==> config.mk <==
export PLATFORM = sky130hd
export DESIGN_NAME = ph_dosing_pump_scheduler
export DESIGN_NICKNAME = d
export VERILOG_FILES = /design/src/rtl/core/phdps_pkg.sv /design/src/rtl/core/ph_dosing_pump_scheduler.sv
export SDC_FILE = /design/constraint.sdc
export NUM_CORES = 1
export LEC_CHECK = 0
export ABC_CLOCK_PERIOD_IN_PS = 13300
export BUFFER_PORTS_ARGS = -buffer_cell sky130_fd_sc_hd__buf_4
export CORE_AREA = 2 2 270 272
export DETAILED_ROUTE_END_ITERATION = 6
export DIE_AREA = 0 0 272 274
export GPL_ROUTABILITY_DRIVEN = 0
export PLACE_DENSITY = 0.42
export SYNTH_ARGS = -nofsm -noshare
export SYNTH_HDL_FRONTEND = slang
export SYNTH_SLANG_ARGS = --single-unit
==> constraint.sdc <==
create_clock -name clk -period 13.3 [get_ports clk]
set_input_delay 1.995 -clock clk [delete_from_list [all_inputs] [get_ports clk]]
set_output_delay 1.995 -clock clk [all_outputs]
set_load 0.1 [all_outputs]
==> src/rtl/core/phdps_pkg.sv <==
package phdps_pkg;

    localparam int TIME_WIDTH_DEF = 16;

    localparam int SAMPLE_W  = 11;
    localparam int TIME_W    = 16;
    localparam int PCT_W     = 8;
    localparam int PERIOD_W  = 16;
    localparam int DUTY_W    = 16;
    localparam int CLAMP_W   = 7;
    localparam int PROD_W    = PERIOD_W + CLAMP_W;

    localparam int CFG_INDEX_W = 3;
    localparam int CFG_DATA_W  = 16;

    localparam int IN_DATA_W  = 16;
    localparam int OUT_DATA_W = 56;

    localparam logic [CFG_INDEX_W-1:0] CFG_BAND_LOW      = 3'd0;
    localparam logic [CFG_INDEX_W-1:0] CFG_BAND_HIGH     = 3'd1;
    localparam logic [CFG_INDEX_W-1:0] CFG_ONLINE_MODE   = 3'd2;
    localparam logic [CFG_INDEX_W-1:0] CFG_ON_SECONDS    = 3'd3;
    localparam logic [CFG_INDEX_W-1:0] CFG_OFF_SECONDS   = 3'd4;
    localparam logic [CFG_INDEX_W-1:0] CFG_POWER_PERCENT = 3'd5;
    localparam logic [CFG_INDEX_W-1:0] CFG_PWM_PERIOD    = 3'd6;

    localparam logic [SAMPLE_W-1:0] BAND_LOW_RST      = 11'd650;
    localparam logic [SAMPLE_W-1:0] BAND_HIGH_RST     = 11'd750;
    localparam logic [TIME_W-1:0]   ON_SECONDS_RST    = 16'd1;
    localparam logic [TIME_W-1:0]   OFF_SECONDS_RST   = 16'd1;
    localparam logic [PCT_W-1:0]    POWER_PERCENT_RST = 8'd100;
    localparam logic [PERIOD_W-1:0] PWM_PERIOD_RST    = 16'd999;

    localparam logic [PCT_W-1:0]   PCT_MAX      = 8'd100;
    // floor(x / 100) == (x * RECIP_100) >> RECIP_SHIFT for x below 2^23
    localparam int                 RECIP_W      = 24;
    localparam logic [RECIP_W-1:0] RECIP_100    = 24'd10737419;
    localparam int                 RECIP_SHIFT  = 30;

    typedef enum logic [1:0] {
        ZONE_OK   = 2'd0,
        ZONE_LOW  = 2'd1,
        ZONE_HIGH = 2'd2
    } zone_t;

endpackage

==> src/rtl/core/ph_dosing_pump_scheduler.sv <==
// pH dosing pump scheduler, one update per one-second tick.
// Input stream s_*: one word per tick, carrying the pH sample and a reset-request
// flag. Output stream m_*: one word per tick with both pump enables, both PWM
// compare values, the current zone, the phase flag and the seconds left.
// Config channel cfg_*: writes register cfg_index with cfg_data; always ready.
// Write it only while the stream is idle.
// A word is registered on acceptance and the state registers update when it
// advances; the result is shown from the state registers themselves, so m_tvalid
// rises as they are loaded. Throughput is one word per cycle while m_tready is high.
// The PWM compare value is pwm_period * min(power_percent, 100) / 100, built in
// a two-register chain (product, then reciprocal multiply); s_tready stays low
// after reset and after every config write while it settles.
// Reset clears the schedule (zone in band, pumps off, compare values 0) and
// loads the config registers with their defaults.
// When m_tready is low the result word holds, the input register keeps one
// more word, and s_tready drops once that register is full.
module ph_dosing_pump_scheduler
    import phdps_pkg::*;
#(
    parameter int TIME_WIDTH = TIME_WIDTH_DEF
)
(
    input  logic                   clk,
    input  logic                   rst_n,

    input  logic                   s_tvalid,
    output logic                   s_tready,
    // [10:0] ph_sample, [11] reset_request, [15:12] zero
    input  logic [IN_DATA_W-1:0]   s_tdata,

    output logic                   m_tvalid,
    input  logic                   m_tready,
    // [0] pump3_on, [1] pump4_on, [17:2] pump3_compare, [33:18] pump4_compare,
    // [35:34] zone_now, [36] phase_active, [52:37] seconds_left, [55:53] zero
    output logic [OUT_DATA_W-1:0]  m_tdata,

    input  logic                   cfg_valid,
    output logic                   cfg_ready,
    input  logic [CFG_INDEX_W-1:0] cfg_index,
    input  logic [CFG_DATA_W-1:0]  cfg_data
);

    localparam logic [32:0] TIME_MAX = (33'd1 << TIME_WIDTH) - 33'd1;
    localparam logic [1:0]  SETTLE_CYCLES = 2'd2;

    logic [SAMPLE_W-1:0] band_low_reg;
    logic [SAMPLE_W-1:0] band_high_reg;
    logic                online_mode_reg;
    logic [TIME_W-1:0]   on_seconds_reg;
    logic [TIME_W-1:0]   off_seconds_reg;
    logic [PCT_W-1:0]    power_percent_reg;
    logic [PERIOD_W-1:0] pwm_period_reg;

    logic [1:0]          settle_reg;
    logic [CLAMP_W-1:0]  pct_clamped;
    logic [PROD_W-1:0]   prod_reg;
    logic [PROD_W+RECIP_W-1:0] scaled;
    logic [DUTY_W-1:0]   duty_reg;

    logic                in_valid_reg;
    logic [SAMPLE_W-1:0] sample_reg;
    logic                req_reg;
    logic                out_valid_reg;
    logic                advance;

    zone_t               zone_reg, zone_next, sample_zone;
    logic                on_phase_reg, on_phase_next;
    logic [TIME_WIDTH-1:0] countdown_reg, countdown_next, countdown_dec;
    logic                pump3_en_reg, pump3_en_next;
    logic                pump4_en_reg, pump4_en_next;
    logic [DUTY_W-1:0]   pump3_duty_reg, pump3_duty_next;
    logic [DUTY_W-1:0]   pump4_duty_reg, pump4_duty_next;
    logic [SAMPLE_W-1:0] lim_lo, lim_hi;

    function automatic logic [TIME_WIDTH-1:0] time_load(input logic [TIME_W-1:0] secs);
        logic [TIME_W-1:0] v;
        v = (secs == '0) ? TIME_W'(1) : secs;
        if ({17'b0, v} > TIME_MAX)
            return TIME_MAX[TIME_WIDTH-1:0];
        return TIME_WIDTH'(v);
    endfunction

    assign cfg_ready = 1'b1;

    always_ff @(posedge clk or negedge rst_n)
    begin
        if (!rst_n)
        begin
            band_low_reg      <= BAND_LOW_RST;
            band_high_reg     <= BAND_HIGH_RST;
            online_mode_reg   <= 1'b0;
            on_seconds_reg    <= ON_SECONDS_RST;
            off_seconds_reg   <= OFF_SECONDS_RST;
            power_percent_reg <= POWER_PERCENT_RST;
            pwm_period_reg    <= PWM_PERIOD_RST;
            settle_reg        <= SETTLE_CYCLES;
        end
        else if (cfg_valid && cfg_ready)
        begin
            settle_reg <= SETTLE_CYCLES;
            unique case (cfg_index)
                CFG_BAND_LOW:      band_low_reg      <= cfg_data[SAMPLE_W-1:0];
                CFG_BAND_HIGH:     band_high_reg     <= cfg_data[SAMPLE_W-1:0];
                CFG_ONLINE_MODE:   online_mode_reg   <= cfg_data[0];
                CFG_ON_SECONDS:    on_seconds_reg    <= cfg_data[TIME_W-1:0];
                CFG_OFF_SECONDS:   off_seconds_reg   <= cfg_data[TIME_W-1:0];
                CFG_POWER_PERCENT: power_percent_reg <= cfg_data[PCT_W-1:0];
                CFG_PWM_PERIOD:    pwm_period_reg    <= cfg_data[PERIOD_W-1:0];
                default:           ;
            endcase
        end
        else if (settle_reg != 2'd0)
        begin
            settle_reg <= settle_reg - 2'd1;
        end
    end

    assign pct_clamped = (power_percent_reg > PCT_MAX) ? PCT_MAX[CLAMP_W-1:0]
                                                       : power_percent_reg[CLAMP_W-1:0];
    assign scaled = {{RECIP_W{1'b0}}, prod_reg} * {{PROD_W{1'b0}}, RECIP_100};

    always_ff @(posedge clk)
    begin
        prod_reg <= {{CLAMP_W{1'b0}}, pwm_period_reg} * {{PERIOD_W{1'b0}}, pct_clamped};
        duty_reg <= scaled[RECIP_SHIFT+DUTY_W-1:RECIP_SHIFT];
    end

    assign advance  = in_valid_reg && (!out_valid_reg || m_tready);
    assign s_tready = (settle_reg == 2'd0) && (!in_valid_reg || advance);

    always_ff @(posedge clk or negedge rst_n)
    begin
        if (!rst_n)
        begin
            in_valid_reg  <= 1'b0;
            out_valid_reg <= 1'b0;
        end
        else
        begin
            if (s_tvalid && s_tready)
                in_valid_reg <= 1'b1;
            else if (advance)
                in_valid_reg <= 1'b0;

            if (advance)
                out_valid_reg <= 1'b1;
            else if (m_tready)
                out_valid_reg <= 1'b0;
        end
    end

    always_ff @(posedge clk)
    begin
        if (s_tvalid && s_tready)
        begin
            sample_reg <= s_tdata[SAMPLE_W-1:0];
            req_reg    <= s_tdata[SAMPLE_W];
        end
    end

    always_comb
    begin
        if (band_low_reg > band_high_reg)
        begin
            lim_lo = band_high_reg;
            lim_hi = band_low_reg;
        end
        else
        begin
            lim_lo = band_low_reg;
            lim_hi = band_high_reg;
        end

        priority if (sample_reg > lim_hi)
            sample_zone = ZONE_HIGH;
        else if (sample_reg < lim_lo)
            sample_zone = ZONE_LOW;
        else
            sample_zone = ZONE_OK;

        countdown_dec = (countdown_reg != '0) ? countdown_reg - TIME_WIDTH'(1) : countdown_reg;

        zone_next       = zone_reg;
        on_phase_next   = on_phase_reg;
        countdown_next  = countdown_reg;
        pump3_en_next   = pump3_en_reg;
        pump4_en_next   = pump4_en_reg;
        pump3_duty_next = pump3_duty_reg;
        pump4_duty_next = pump4_duty_reg;

        priority if (req_reg || online_mode_reg || sample_zone == ZONE_OK)
        begin
            zone_next      = ZONE_OK;
            on_phase_next  = 1'b0;
            countdown_next = '0;
            pump3_en_next  = 1'b0;
            pump4_en_next  = 1'b0;
        end
        else if (sample_zone != zone_reg || (countdown_dec == '0 && !on_phase_reg))
        begin
            // start an ON phase for the new or current zone
            zone_next      = sample_zone;
            on_phase_next  = 1'b1;
            countdown_next = time_load(on_seconds_reg);
            if (sample_zone == ZONE_LOW)
            begin
                pump3_en_next   = 1'b1;
                pump3_duty_next = duty_reg;
                pump4_en_next   = 1'b0;
            end
            else
            begin
                pump4_en_next   = 1'b1;
                pump4_duty_next = duty_reg;
                pump3_en_next   = 1'b0;
            end
        end
        else if (countdown_dec == '0)
        begin
            pump3_en_next  = 1'b0;
            pump4_en_next  = 1'b0;
            on_phase_next  = 1'b0;
            countdown_next = time_load(off_seconds_reg);
        end
        else
        begin
            countdown_next = countdown_dec;
        end
    end

    always_ff @(posedge clk or negedge rst_n)
    begin
        if (!rst_n)
        begin
            zone_reg       <= ZONE_OK;
            on_phase_reg   <= 1'b0;
            countdown_reg  <= '0;
            pump3_en_reg   <= 1'b0;
            pump4_en_reg   <= 1'b0;
            pump3_duty_reg <= '0;
            pump4_duty_reg <= '0;
        end
        else if (advance)
        begin
            zone_reg       <= zone_next;
            on_phase_reg   <= on_phase_next;
            countdown_reg  <= countdown_next;
            pump3_en_reg   <= pump3_en_next;
            pump4_en_reg   <= pump4_en_next;
            pump3_duty_reg <= pump3_duty_next;
            pump4_duty_reg <= pump4_duty_next;
        end
    end

    assign m_tvalid = out_valid_reg;
    assign m_tdata  = {3'b000, 16'(countdown_reg), on_phase_reg, zone_reg,
                       pump4_duty_reg, pump3_duty_reg, pump4_en_reg, pump3_en_reg};

    a_one_pump: assert property (@(posedge clk) disable iff (!rst_n)
        !(pump3_en_reg && pump4_en_reg))
        else $error("both pumps enabled");

    a_band_idle: assert property (@(posedge clk) disable iff (!rst_n)
        zone_reg == ZONE_OK |-> !pump3_en_reg && !pump4_en_reg && countdown_reg == '0)
        else $error("schedule active while in band");

    a_pump_on_phase: assert property (@(posedge clk) disable iff (!rst_n)
        (pump3_en_reg || pump4_en_reg) |-> on_phase_reg)
        else $error("pump enabled outside ON phase");

    a_zone_counting: assert property (@(posedge clk) disable iff (!rst_n)
        zone_reg != ZONE_OK |-> countdown_reg != '0)
        else $error("countdown idle in a dosing zone");

    a_stall_hold: assert property (@(posedge clk) disable iff (!rst_n)
        m_tvalid && !m_tready |=> $stable(zone_reg) && $stable(countdown_reg))
        else $error("schedule moved while result stalled");

endmodule
; After elaboration in Yosys (flattened, before gate mapping)
; Index checks and enable logic that the tools add are counted.
[word_totals]
reg_bits = 187
out_inout_bits = 59
elab_cells = 103
[op_classes]
add_sub_neg = 2
n_mul = 2
order_cmp = 4
n_eq_ne = 8
mux = 28
bitwise_logic = 2
reduce_logical = 36
[op_table]
columns = cell, count
row1 = 16-bit two-way mux, 6
row2 = 16-bit logical NOT, 3
row3 = 23-bit by 24-bit multiplier with 46-bit output (second input constant), 1
row4 = 16-bit by 7-bit multiplier with 23-bit output, 1
row5 = 11-bit > comparator, 2
row6 = 11-bit two-way mux, 2
row7 = 2-bit AND reduction, 9
row8 = 16-bit nonzero test, 1
row9 = 16-bit by 1-bit subtractor with 16-bit output (second input constant), 1
row10 = 1-bit two-way mux, 14
row11 = 11-bit < comparator, 1
row12 = 2-bit two-way mux, 5
row13 = 2-bit nonzero test, 5
row14 = 3-bit equality test (second input constant), 3
row15 = 8-bit by 7-bit > comparator with 1-bit output (second input constant), 1
row16 = 4-bit AND reduction, 2
row17 = 7-bit two-way mux, 1
row18 = 3-bit by 2-bit equality test with 1-bit output (second input constant), 2
row19 = 1-bit logical OR, 5
row20 = 1-bit logical AND, 4
row21 = 2-bit logical NOT, 2
row22 = 3-bit by 1-bit equality test with 1-bit output (second input constant), 1
row23 = 1-bit logical NOT, 3
row24 = 3-bit logical NOT, 1
row25 = 5 further kinds, 6

; Logic depth before layout (Yosys ltp)
; Gate-level depths: netlist of run 1.
[logic_depth]
word_depth = 9
depth_mapped = 26
depth_no_buf = 26

; Worst setup path after synthesis of run 1
; Ideal clock, no wire load.
[synth_path]
path_type = register to register
from = reg prod_reg[3]
to = reg duty_reg[13]
setup_ns = 0.123
t_arrival_ns = 6.424
required_ns = 13.177
setup_slack_ns = 6.753
stages_incl_launch_ff = 23
n_path_buf = 0
path_cell_list = dfxtp_1 fa_1 fa_1 inv_1 fa_1 inv_1 fa_1 fa_1 fa_1 inv_1 fa_1 inv_1 ha_1 a21oi_1 o21ai_0 a211oi_1 a21oi_1 nor4_1 a21oi_1 a31o_2 a221oi_1 o21bai_1 xor2_1
[synth_between]
elab_chain_len = 1
[synth_lines]
columns = element, line
row1 = from (decl), ph_dosing_pump_scheduler.sv:56  ; logic [PROD_W-1:0] prod_reg;
row2 = from (signal assigned), ph_dosing_pump_scheduler.sv:124  ; prod_reg <= {{CLAMP_W{1'b0}}, pwm_period_reg} * {{PERIOD_W{1'b0}}, pct_clamped};
row3 = 23-bit by 24-bit multiplier with 46-bit output, ph_dosing_pump_scheduler.sv:120  ; assign scaled = {{RECIP_W{1'b0}}, prod_reg} * {{PROD_W{1'b0}}, RECIP_100};
row4 = via scaled[43], ph_dosing_pump_scheduler.sv:57  ; logic [PROD_W+RECIP_W-1:0] scaled;
row5 = to (signal assigned), ph_dosing_pump_scheduler.sv:125  ; duty_reg <= scaled[RECIP_SHIFT+DUTY_W-1:RECIP_SHIFT];
row6 = to (decl), ph_dosing_pump_scheduler.sv:58  ; logic [DUTY_W-1:0] duty_reg;
; The timed path passes the listed nets, and every way through them passes these cells.
; A chain may end at the register's enable or synchronous reset.

; Worst setup path in the final report of run 1
; Same ends and word-level chain as after synthesis.

==> metrics.csv, run 1 <==
stage;metric;value;unit
status;run_status;complete, no violations;
logic_synthesis;synth_seq_cells;187;
grt;grt_antenna_before_repair;0;
cells_and_area;fillers;7355;
route;routed_via_density;4.53;
logic_synthesis;async_flop_share;72.7;%
clocking;clk_latency;480;ps
placement;place_area;22400;um2
clocking;cts-htree-levels;4;
setup_path;slowest_delay;730;ps
route;drc;0;
logic_synthesis;synthTopCellsByCount;inv_1, ha_1, fa_1, dfrtp_1, nand2_1;
setup_path;end_kind;flop;
logic_synthesis;synth_enable_flop_cells;12;
clocking;cts.sink_count;187;
floorplanning;initial_utilization;28.7;%
cells_and_area;drive_above_1_share;15.0;%
logic_synthesis;yosysMostFrequentCell;inv_1;
setup_path;critPathArrivalTime;8150;ps
floorplanning;die_h;274;um
logic_synthesis;netlist_area;20600;um2
cells_and_area;largest_register_ffs;23;
route;drtIter0Drc;526;
logic_synthesis;yosys_warnings;0;
route;drtPass1Iterations;4;
grt;grt_max_degree;74;
floorplanning;die_area;74500;um2
cells_and_area;fin_area;23000;um2
timing;final.setup.worst_slack;5520;ps
clocking;cts_inserted_buffers;17;
floorplanning;core_area;72000;um2
hold_path;min_path_type;flop to flop;
setup_path;critPathSlowestCell;nor4_1;
setup_path;reg2reg_slack;5520;ps
timing;drv_slew;0;
timing;period_share;58.5;%
logic_synthesis;synth_top_area_share;25.5;%
logic_synthesis;avgSynthCellArea;10.7;um2
clocking;clk_path_buf_depth;2;
route;drt-wirelength-per-cell;17.2;um
logic_synthesis;synthTopCellsByArea;fa_1, ha_1, dfrtp_1;
placement;dp_slack;5450;ps
timing;finalSetupTns;0;ps
route;wirelength;51000;um
timing;hold_viol;0;
setup_path;cp-start-kind;flop;
timing;final-setup-viol-count;0;
route;vias;13500;
timing;period_needed;7780;ps
timing;max_slew.worst_pin.slew;1090;ps
clocking;cts_setup_buffers;0;
grt;grt_pass1_vias;15000;
logic_synthesis;ys.flop_type;dfrtp_1;
job;drv_cap;0;
floorplanning;row_count;99;
grt;grt_first_pass_wirelength;83300;um
clocking;cts_hold_buf;0;
grt;grt-ovfl-total;0;
grt;grt_util_all_layers;14.4;%
clocking;path_clk_slew;80;ps
cells_and_area;syn2layout_area_growth;11.6;%
route;antenna_left;0;
timing;relSlewSlack;27.1;%
clocking;post_cts_resized;0;
floorplanning;io_pins;99;
logic_synthesis;syn-instance-count;1920;
clocking;cts_tree;built;
placement;dp_hpwl;42500;um
timing;skew;17.5;ps
setup_path;path_max_fanout;8;
timing;fmaxAchievable;0.128;GHz
floorplanning;die_w;272;um
cells_and_area;nNetsFinal;2615;
setup_path;worstPathRequired;13670;ps
placement;io_buffers;90;
logic_synthesis;yosys.cell_types.count;78;
clocking;clock-root-buffer;clkbuf_16;
timing;grt_setup_unrepaired;no;
setup_path;cp_common_cell;fa_1;
setup_path;cp_cell_sequence;fa_1 > fa_1 > inv_1 > fa_1 > inv_1 > fa_1 > fa_1 > fa_1 > inv_1 > fa_1 > inv_1 > ha_1 > a21oi_1 > o21ai_0 > a211oi_1 > a21oi_1 > nor4_1 > a21oi_1 > a31o_2 > a221oi_1 > o21bai_1 > xor2_1;
logic_synthesis;synth_top_cell_by_area;fa_1;
logic_synthesis;seq_area_frac_synth;22.2;%
setup_path;critPathKind;flop to flop;
cells_and_area;antenna_cells;0;
routing by layer:
metal	global-route usage, %	up-vias	routed length [um]	part of all wire (%)
li1	-	6463	-	-
met1	19.3	6849	24200	47
met2	24.6	115	24900	49
met3	2.19	31	1270	2.5
met4	2.78	0	585	1.1
met5	0	-	0	0
metrics by stage:
step	util (%)	instances	hold WS, ps
final	32.0	2968	484
after global routing	32.0	2968	505
after CTS	32.0	2968	485
after detailed placement	31.1	2936	468
after global placement	31.1	2936	465
after floorplan	-	1922	451
cells by family after synthesis:
group           Yosys count  share of synthesized area [%]
xor+xnor                 49                           2.12
mux                     121                           6.62
fa+ha+maj               579                           44.7
other cells               2                         0.0364
buf+inv                 439                           8.36
compound gates          207                           7.30
flops                   187                           22.2
simple gates            336                           8.72
final cells by class:
type / instances / area (um2) / share of cell area [%]
Clock buffer: 18 / 450 / 1.96
Clock inverter: 14 / 190 / 0.826
Inverter: 392 / 1470 / 6.39
Multi-Input combinational cell: 1296 / 14400 / 62.4
Sequential cell: 187 / 4580 / 19.9
Tap cell: 959 / 1200 / 5.21
Timing Repair Buffer: 102 / 769 / 3.34
layout by cell type, fill, tap and decap left out, types with 16 or more instances in the layout:
| cell | Yosys | routed |
|---|---|---|
| mux2i_1 | 22 | 22 |
| clkbuf_16 | 0 | 18 |
| and2_1 | 36 | 36 |
| buf_4 | 7 | 101 |
| o21ai_0 | 43 | 43 |
| xor2_1 | 16 | 16 |
| a21o_1 | 25 | 25 |
| a211oi_1 | 18 | 18 |
| dfxtp_1 | 39 | 39 |
| nor3_1 | 18 | 18 |
| and3_1 | 42 | 42 |
| fa_1 | 263 | 263 |
| dfstp_2 | 25 | 25 |
| nand2_1 | 98 | 98 |
| xnor2_1 | 32 | 32 |
| ha_1 | 316 | 316 |
| mux2_2 | 91 | 91 |
| nor2_1 | 52 | 51 |
| a21oi_1 | 42 | 42 |
| dfrtp_1 | 111 | 111 |
| inv_1 | 392 | 392 |
path summary, 6_finish.rpt:
path / start / end / cells past startpoint
worst max register to register: prod_reg[3]$_DFF_P_ / duty_reg[13]$_DFF_P_ / 22
min in group asynchronous: rst_n / countdown_reg[11]$_DFFE_PN0P_ / 1
worst min-delay path: pump3_en_reg$_DFFE_PN0P_ / pump3_en_reg$_DFFE_PN0P_ / 1
max in group asynchronous: rst_n / band_low_reg[2]$_DFFE_PN0P_ / 2
worst min register to register: pump3_en_reg$_DFFE_PN0P_ / pump3_en_reg$_DFFE_PN0P_ / 1
worst max-delay path: prod_reg[3]$_DFF_P_ / duty_reg[13]$_DFF_P_ / 22
worst max-delay path: cells and delay by family (launching register included):
kind	cells	cell delay, ps
AO/OA/AOI/OAI	8	2040
AND/OR/NAND/NOR	1	730
flip-flops	1	600
XOR/XNOR	1	150
adder cells (fa/ha/maj)	8	3890
buffers and inverters	4	240
Power of run 1 is not shown: default switching activity piles up to over one toggle a cycle in this logic, so the estimate is an artifact.
==> run 2: changes to the inputs <==
ABC_CLOCK_PERIOD_IN_PS = 7100   (was 13300)
PLACE_DENSITY = 0.43   (was 0.42)
clock period = 7.1 ns   (was 13.3 ns; I/O delays follow)
==> metrics.csv, run 2 (synthesis results as in run 1) <==
stage;metric;value;unit;change
hold_path;holdCritStartpoint;pump3_en_reg$_DFFE_PN0P_;;
cells_and_area;layout_common_cells;inv_1, ha_1, fa_1, buf_4, dfrtp_1;;
grt;grt_antenna_before_repair;0;;unchanged
status;run_status;complete, no violations;;
hold_path;hold_depth;1;;unchanged
timing;hold_viol;0;;unchanged
timing;relSlewSlack;31.5;%;+4.4 points
route;drc;0;;unchanged
clocking;cts_setup_buffers;0;;unchanged
grt;grt_max_degree;81;;+9.5%
setup_path;critPathArrivalTime;7100;ps;-1050 ps
cells_and_area;multi_input_area;14400;um2;+0.15%
hold_path;hold_end;pump3_en_reg$_DFFE_PN0P_;;
route;met2_length;24700;um;-0.97%
floorplanning;io_pins;99;;unchanged
job;drv_cap;0;;unchanged
placement;dp_hpwl;42900;um;+1.1%
timing;finalSetupTns;0;ps;unchanged
clocking;post_cts_resized;0;;unchanged
timing;period_needed;6740;ps;-1050 ps
clocking;clock-root-buffer;clkbuf_16;;
clocking;path_clk_slew;70;ps;about the same
clocking;cts_inserted_buffers;17;;unchanged
route;antenna_left;0;;unchanged
cells_and_area;final_common_cell;inv_1;;
cells_and_area;final_cells;3005;;+1.2%
setup_path;critPathKind;flop to flop;;
setup_path;cp-start-kind;flop;;
timing;drv_slew;0;;unchanged
cells_and_area;drive_above_1_share;16.6;%;+1.6 points
route;dr_wl_met3;1360;um;+7.1%
floorplanning;die_w;272;um;unchanged
timing;skew;22.7;ps;+5.21 ps
timing;final-setup-viol-count;0;;unchanged
clocking;cts-htree-levels;4;;unchanged
grt;grt-ovfl-total;0;;unchanged
cells_and_area;antenna_cells;0;;unchanged
route;drt-wirelength-per-cell;16.9;um;-1.7%
placement;io_buffers;90;;unchanged
cells_and_area;fillers;7366;;+0.15%
route;wirelength;50800;um;-0.48%
floorplanning;core_area;72000;um2;unchanged
cells_and_area;largest_register_ffs;23;;unchanged
clocking;cts_tree;built;;
route;drtPass1Iterations;5;;+1
route;drtIter0Drc;571;;+8.6%
route;highest_layer;met4;;
cells_and_area;nNetsFinal;2652;;+1.4%
route;routedLengthMet1;24100;um;-0.47%
clocking;clk_latency;480;ps;about the same
hold_path;min_path_type;flop to flop;;
setup_path;path_max_fanout;5;;-3
setup_path;reg2reg_slack;360;ps;-5150 ps
setup_path;timing.rr.end;duty_reg[8]$_DFF_P_;;
setup_path;end_kind;flop;;
timing;fmaxAchievable;0.148;GHz;+16%
placement;placedCellCount;2973;;+1.3%
floorplanning;die_area;74500;um2;unchanged
grt;grt_pass1_vias;14800;;-1.5%
setup_path;worstPathRequired;7460;ps;-6210 ps
setup_path;reg2regPathDepth;24;;+9.1%
floorplanning;initial_utilization;28.7;%;unchanged
clocking;cts_hold_buf;0;;unchanged
timing;grt_setup_unrepaired;no;;
setup_path;r2r-start;prod_reg[5]$_DFF_P_;;
floorplanning;row_count;99;;unchanged
floorplanning;die_h;274;um;unchanged
cells_and_area;syn2layout_area_growth;12.8;%;
route;routed_via_density;4.49;;-0.92%
grt;grt_first_pass_wirelength;82800;um;-0.60%
clocking;clk_path_buf_depth;2;;unchanged
grt;grt_util_all_layers;14.3;%;-0.083 points
timing;max_slew.worst_pin.slew;1020;ps;-65.4 ps
route;vias;13500;;+0.31%
clocking;cts.sink_count;187;;unchanged
timing;period_share;94.9;%;+36 points
cells_and_area;seqCellArea;4580;um2;unchanged
run 2: stage by stage:
step	hold WS (ps)	instance area, um2	util [%]	setup WS [ps]
4_1_cts	485	23300	32.3	19.6
5_1_grt	504	23300	32.3	0.560
3_5_place_dp	468	22700	31.5	23.6
3_3_place_gp	465	22700	31.5	67.7
2_1_floorplan	451	20600	-	553
6_report	482	23300	32.3	364
run 2: cell type report:
class	instances	share of cell area, %
clock buffers	19	1.90
flip-flops and latches	187	19.7
clock inverters	13	0.640
multi-input cells	1296	61.8
well taps	959	5.16
repair buffers	139	4.50
inverters	392	6.32
run 2: how the worst max path moves through the flow:
| stage | start | to | slack, ps | cells past startpoint |
|---|---|---|---|---|
| 3_3_place_gp | prod_reg[5]$_DFF_P_ | duty_reg[15]$_DFF_P_ | 70 | 23 |
| 3_5_place_dp | prod_reg[5]$_DFF_P_ | duty_reg[15]$_DFF_P_ | 20 | 23 |
| 4_1_cts | prod_reg[5]$_DFF_P_ | duty_reg[15]$_DFF_P_ | 20 | 23 |
| 6_report | prod_reg[5]$_DFF_P_ | duty_reg[8]$_DFF_P_ | 360 | 24 |
| 5_1_grt | prod_reg[2]$_DFF_P_ | duty_reg[8]$_DFF_P_ | 0.6 | 24 |
| 2_1_floorplan | prod_reg[3]$_DFF_P_ | duty_reg[13]$_DFF_P_ | 550 | 22 |
run 2: layer usage:
layer	global-route usage [%]	vias to the layer above
met5	0	-
met4	3.09	0
met3	2.34	34
met2	24.4	133
met1	19.1	6804
li1	-	6529
run 2: critical path: stages (launching register included):
cell and delay (ps):
dfxtp_1 390, inv_1 110, fa_1 530, fa_1 530, fa_1 510, inv_1 80
fa_1 480, fa_1 530, fa_1 500, inv_1 50, fa_1 470, inv_1 40
ha_1 300, nand3_1 150, a21oi_1 150, nand2_1 130, a211oi_2 360, nor4_1 100
buf_4 180, a21oi_2 220, a31o_2 300, buf_4 150, a21o_1 160, a21oi_1 90
xnor2_1 130
Power of run 2 is left out for the same reason.
==> run 3: changes to the inputs <==
CORE_AREA = 2 2 192 194   (was 2 2 270 272)
DIE_AREA = 0 0 194 196   (was 0 0 272 274)
PLACE_DENSITY = 0.76   (was 0.43)
==> metrics.csv, run 3 (synthesis results as in run 1) <==
stage;metric;value;unit;change
route;drt-wirelength-per-cell;18.1;um;+7.0%
setup_path;r2r-start;prod_reg[2]$_DFF_P_;;
hold_path;holdCritStartpoint;pump3_en_reg$_DFFE_PN0P_;;
floorplanning;core_area;36100;um2;-50%
route;routedLengthMet1;19100;um;-21%
placement;io_buffers;90;;unchanged
clocking;cts-htree-levels;4;;unchanged
route;drtPass1Iterations;7;;+2
cells_and_area;fillers;2817;;-62%
route;highest_layer;met4;;
setup_path;worstPathRequired;7460;ps;about the same
clocking;cts_tree;built;;
hold_path;min_path_type;flop to flop;;
cells_and_area;largest_register_ffs;23;;unchanged
cells_and_area;final_core_util;62.6;%;+30 points
hold_path;hold_depth;1;;unchanged
grt;grt_first_pass_wirelength;76400;um;-7.7%
route;drc;0;;unchanged
timing;period_share;96.2;%;+1.3 points
floorplanning;io_pins;99;;unchanged
timing;drv_slew;0;;unchanged
setup_path;end_kind;flop;;
cells_and_area;drive_above_1_share;16.2;%;-0.42 points
timing;period_needed;6830;ps;+90.8 ps
placement;dp_hpwl;37600;um;-12%
timing;relSlewSlack;22.6;%;-8.9 points
setup_path;critPathKind;flop to flop;;
route;routed_via_density;5.62;;+25%
route;dr_wl_met3;1980;um;+45%
placement;placedCellCount;2472;;-17%
clocking;cts_inserted_buffers;17;;unchanged
job;drv_cap;0;;unchanged
status;run_status;complete, no violations;;
timing;final-setup-viol-count;0;;unchanged
cells_and_area;final_cells;2505;;-17%
floorplanning;initial_utilization;57.2;%;+29 points
clocking;cts_hold_buf;0;;unchanged
grt;grt-ovfl-total;0;;unchanged
cells_and_area;syn2layout_area_growth;9.39;%;
cells_and_area;final_common_cell;inv_1;;
floorplanning;die_area;38000;um2;-49%
cells_and_area;nNetsFinal;2643;;-0.34%
route;antenna_left;0;;unchanged
setup_path;path_max_fanout;6;;+1
route;wirelength;45300;um;-11%
timing;hold_viol;0;;unchanged
setup_path;critPathArrivalTime;7180;ps;+80 ps
clocking;clock-root-buffer;clkbuf_16;;
grt;grt_antenna_before_repair;0;;unchanged
clocking;clk_latency;440;ps;-40 ps
grt;grt_util_all_layers;25.0;%;+11 points
clocking;path_clk_slew;70;ps;about the same
route;vias;14100;;+4.3%
hold_path;hold_end;pump3_en_reg$_DFFE_PN0P_;;
route;met2_length;23000;um;-6.9%
cells_and_area;antenna_cells;0;;unchanged
clocking;cts.sink_count;187;;unchanged
timing;fmaxAchievable;0.146;GHz;-1.3%
route;drtIter0Drc;738;;+29%
setup_path;reg2reg_slack;270;ps;-90 ps
floorplanning;row_count;70;;-29%
timing;skew;16.3;ps;-6.40 ps
setup_path;reg2regPathDepth;22;;-8.3%
timing;max_slew.worst_pin.slew;1160;ps;+133 ps
floorplanning;die_h;196;um;-28%
timing;grt_setup_unrepaired;yes;;
setup_path;timing.rr.end;duty_reg[10]$_DFF_P_;;
setup_path;cp-start-kind;flop;;
cells_and_area;seqCellArea;4580;um2;unchanged
grt;grt_pass1_vias;15300;;+3.5%
grt;grt_max_degree;75;;-7.4%
clocking;clk_path_buf_depth;2;;unchanged
cells_and_area;layout_common_cells;inv_1, ha_1, fa_1, buf_4, dfrtp_1;;
floorplanning;die_w;194;um;-29%
cells_and_area;multi_input_area;14400;um2;about the same
## run 3: cell count changes in the layout (fill, tap and decap cells not counted), moves of 2 or more
cell	before	now
buf_4	138	129
clkinvlp_4	0	2
inv_6	4	2
a221oi_2	4	2
a221oi_1	2	4
clkinv_4	1	5
## run 3: metrics by stage
step                      setup TNS [ps]  hold slack (ps)  setup WS, ps  instance area (um2)
after floorplan                        0              451           553                20600
after global placement              -217              468          -115                22000
after detailed placement           -1390              469          -315                22000
after CTS                              0              485          93.8                22600
after global routing               -7.46              503         -3.90                22600
final                                  0              480           273                22600
## run 3: critical path, cell delays in order (launching register included)
cell and delay (ps):
dfxtp_1 330, fa_1 540, fa_1 510, inv_1 60, fa_1 530, inv_1 50
fa_1 490, fa_1 480, fa_1 520, inv_1 50, fa_1 470, inv_1 40
ha_1 300, a21oi_1 140, o21ai_0 180, a211oi_2 270, a21oi_1 160, nor4_4 390
a21oi_1 190, a31o_2 350, a41o_1 290, a21oi_1 250, xnor2_1 170
## run 3: area by class of cell
type,count,area share [%]
clock buffer,18,1.95
timing repair buffer,130,4.34
multi-input combinational,1296,63.7
sequential,187,20.3
inverter,392,6.52
tap,468,2.59
clock inverter,14,0.599
## run 3: how the worst max path moves through the flow
stage	from	to
floorplan	prod_reg[3]$_DFF_P_	duty_reg[13]$_DFF_P_
global placement	prod_reg[2]$_DFF_P_	duty_reg[13]$_DFF_P_
detailed placement	prod_reg[2]$_DFF_P_	duty_reg[13]$_DFF_P_
CTS	prod_reg[2]$_DFF_P_	duty_reg[13]$_DFF_P_
global route	prod_reg[2]$_DFF_P_	duty_reg[15]$_DFF_P_
finish	prod_reg[2]$_DFF_P_	duty_reg[10]$_DFF_P_
## run 3: routing by layer
layer	vias to the layer above	global-route usage, %
li1	6504	-
met1	7138	32.4
met2	362	44.0
met3	73	3.23
met4	0	7.46
met5	-	0
## run 3: repair_timing
item	in CTS	in global routing
endpoints found under the hold margin	0	0
pin swaps	0	1
resized for setup	2	2
setup buffers	0	1
gates cloned	0	0
endpoints found under the setup margin	8	5
Power of run 3 is left out for the same reason.
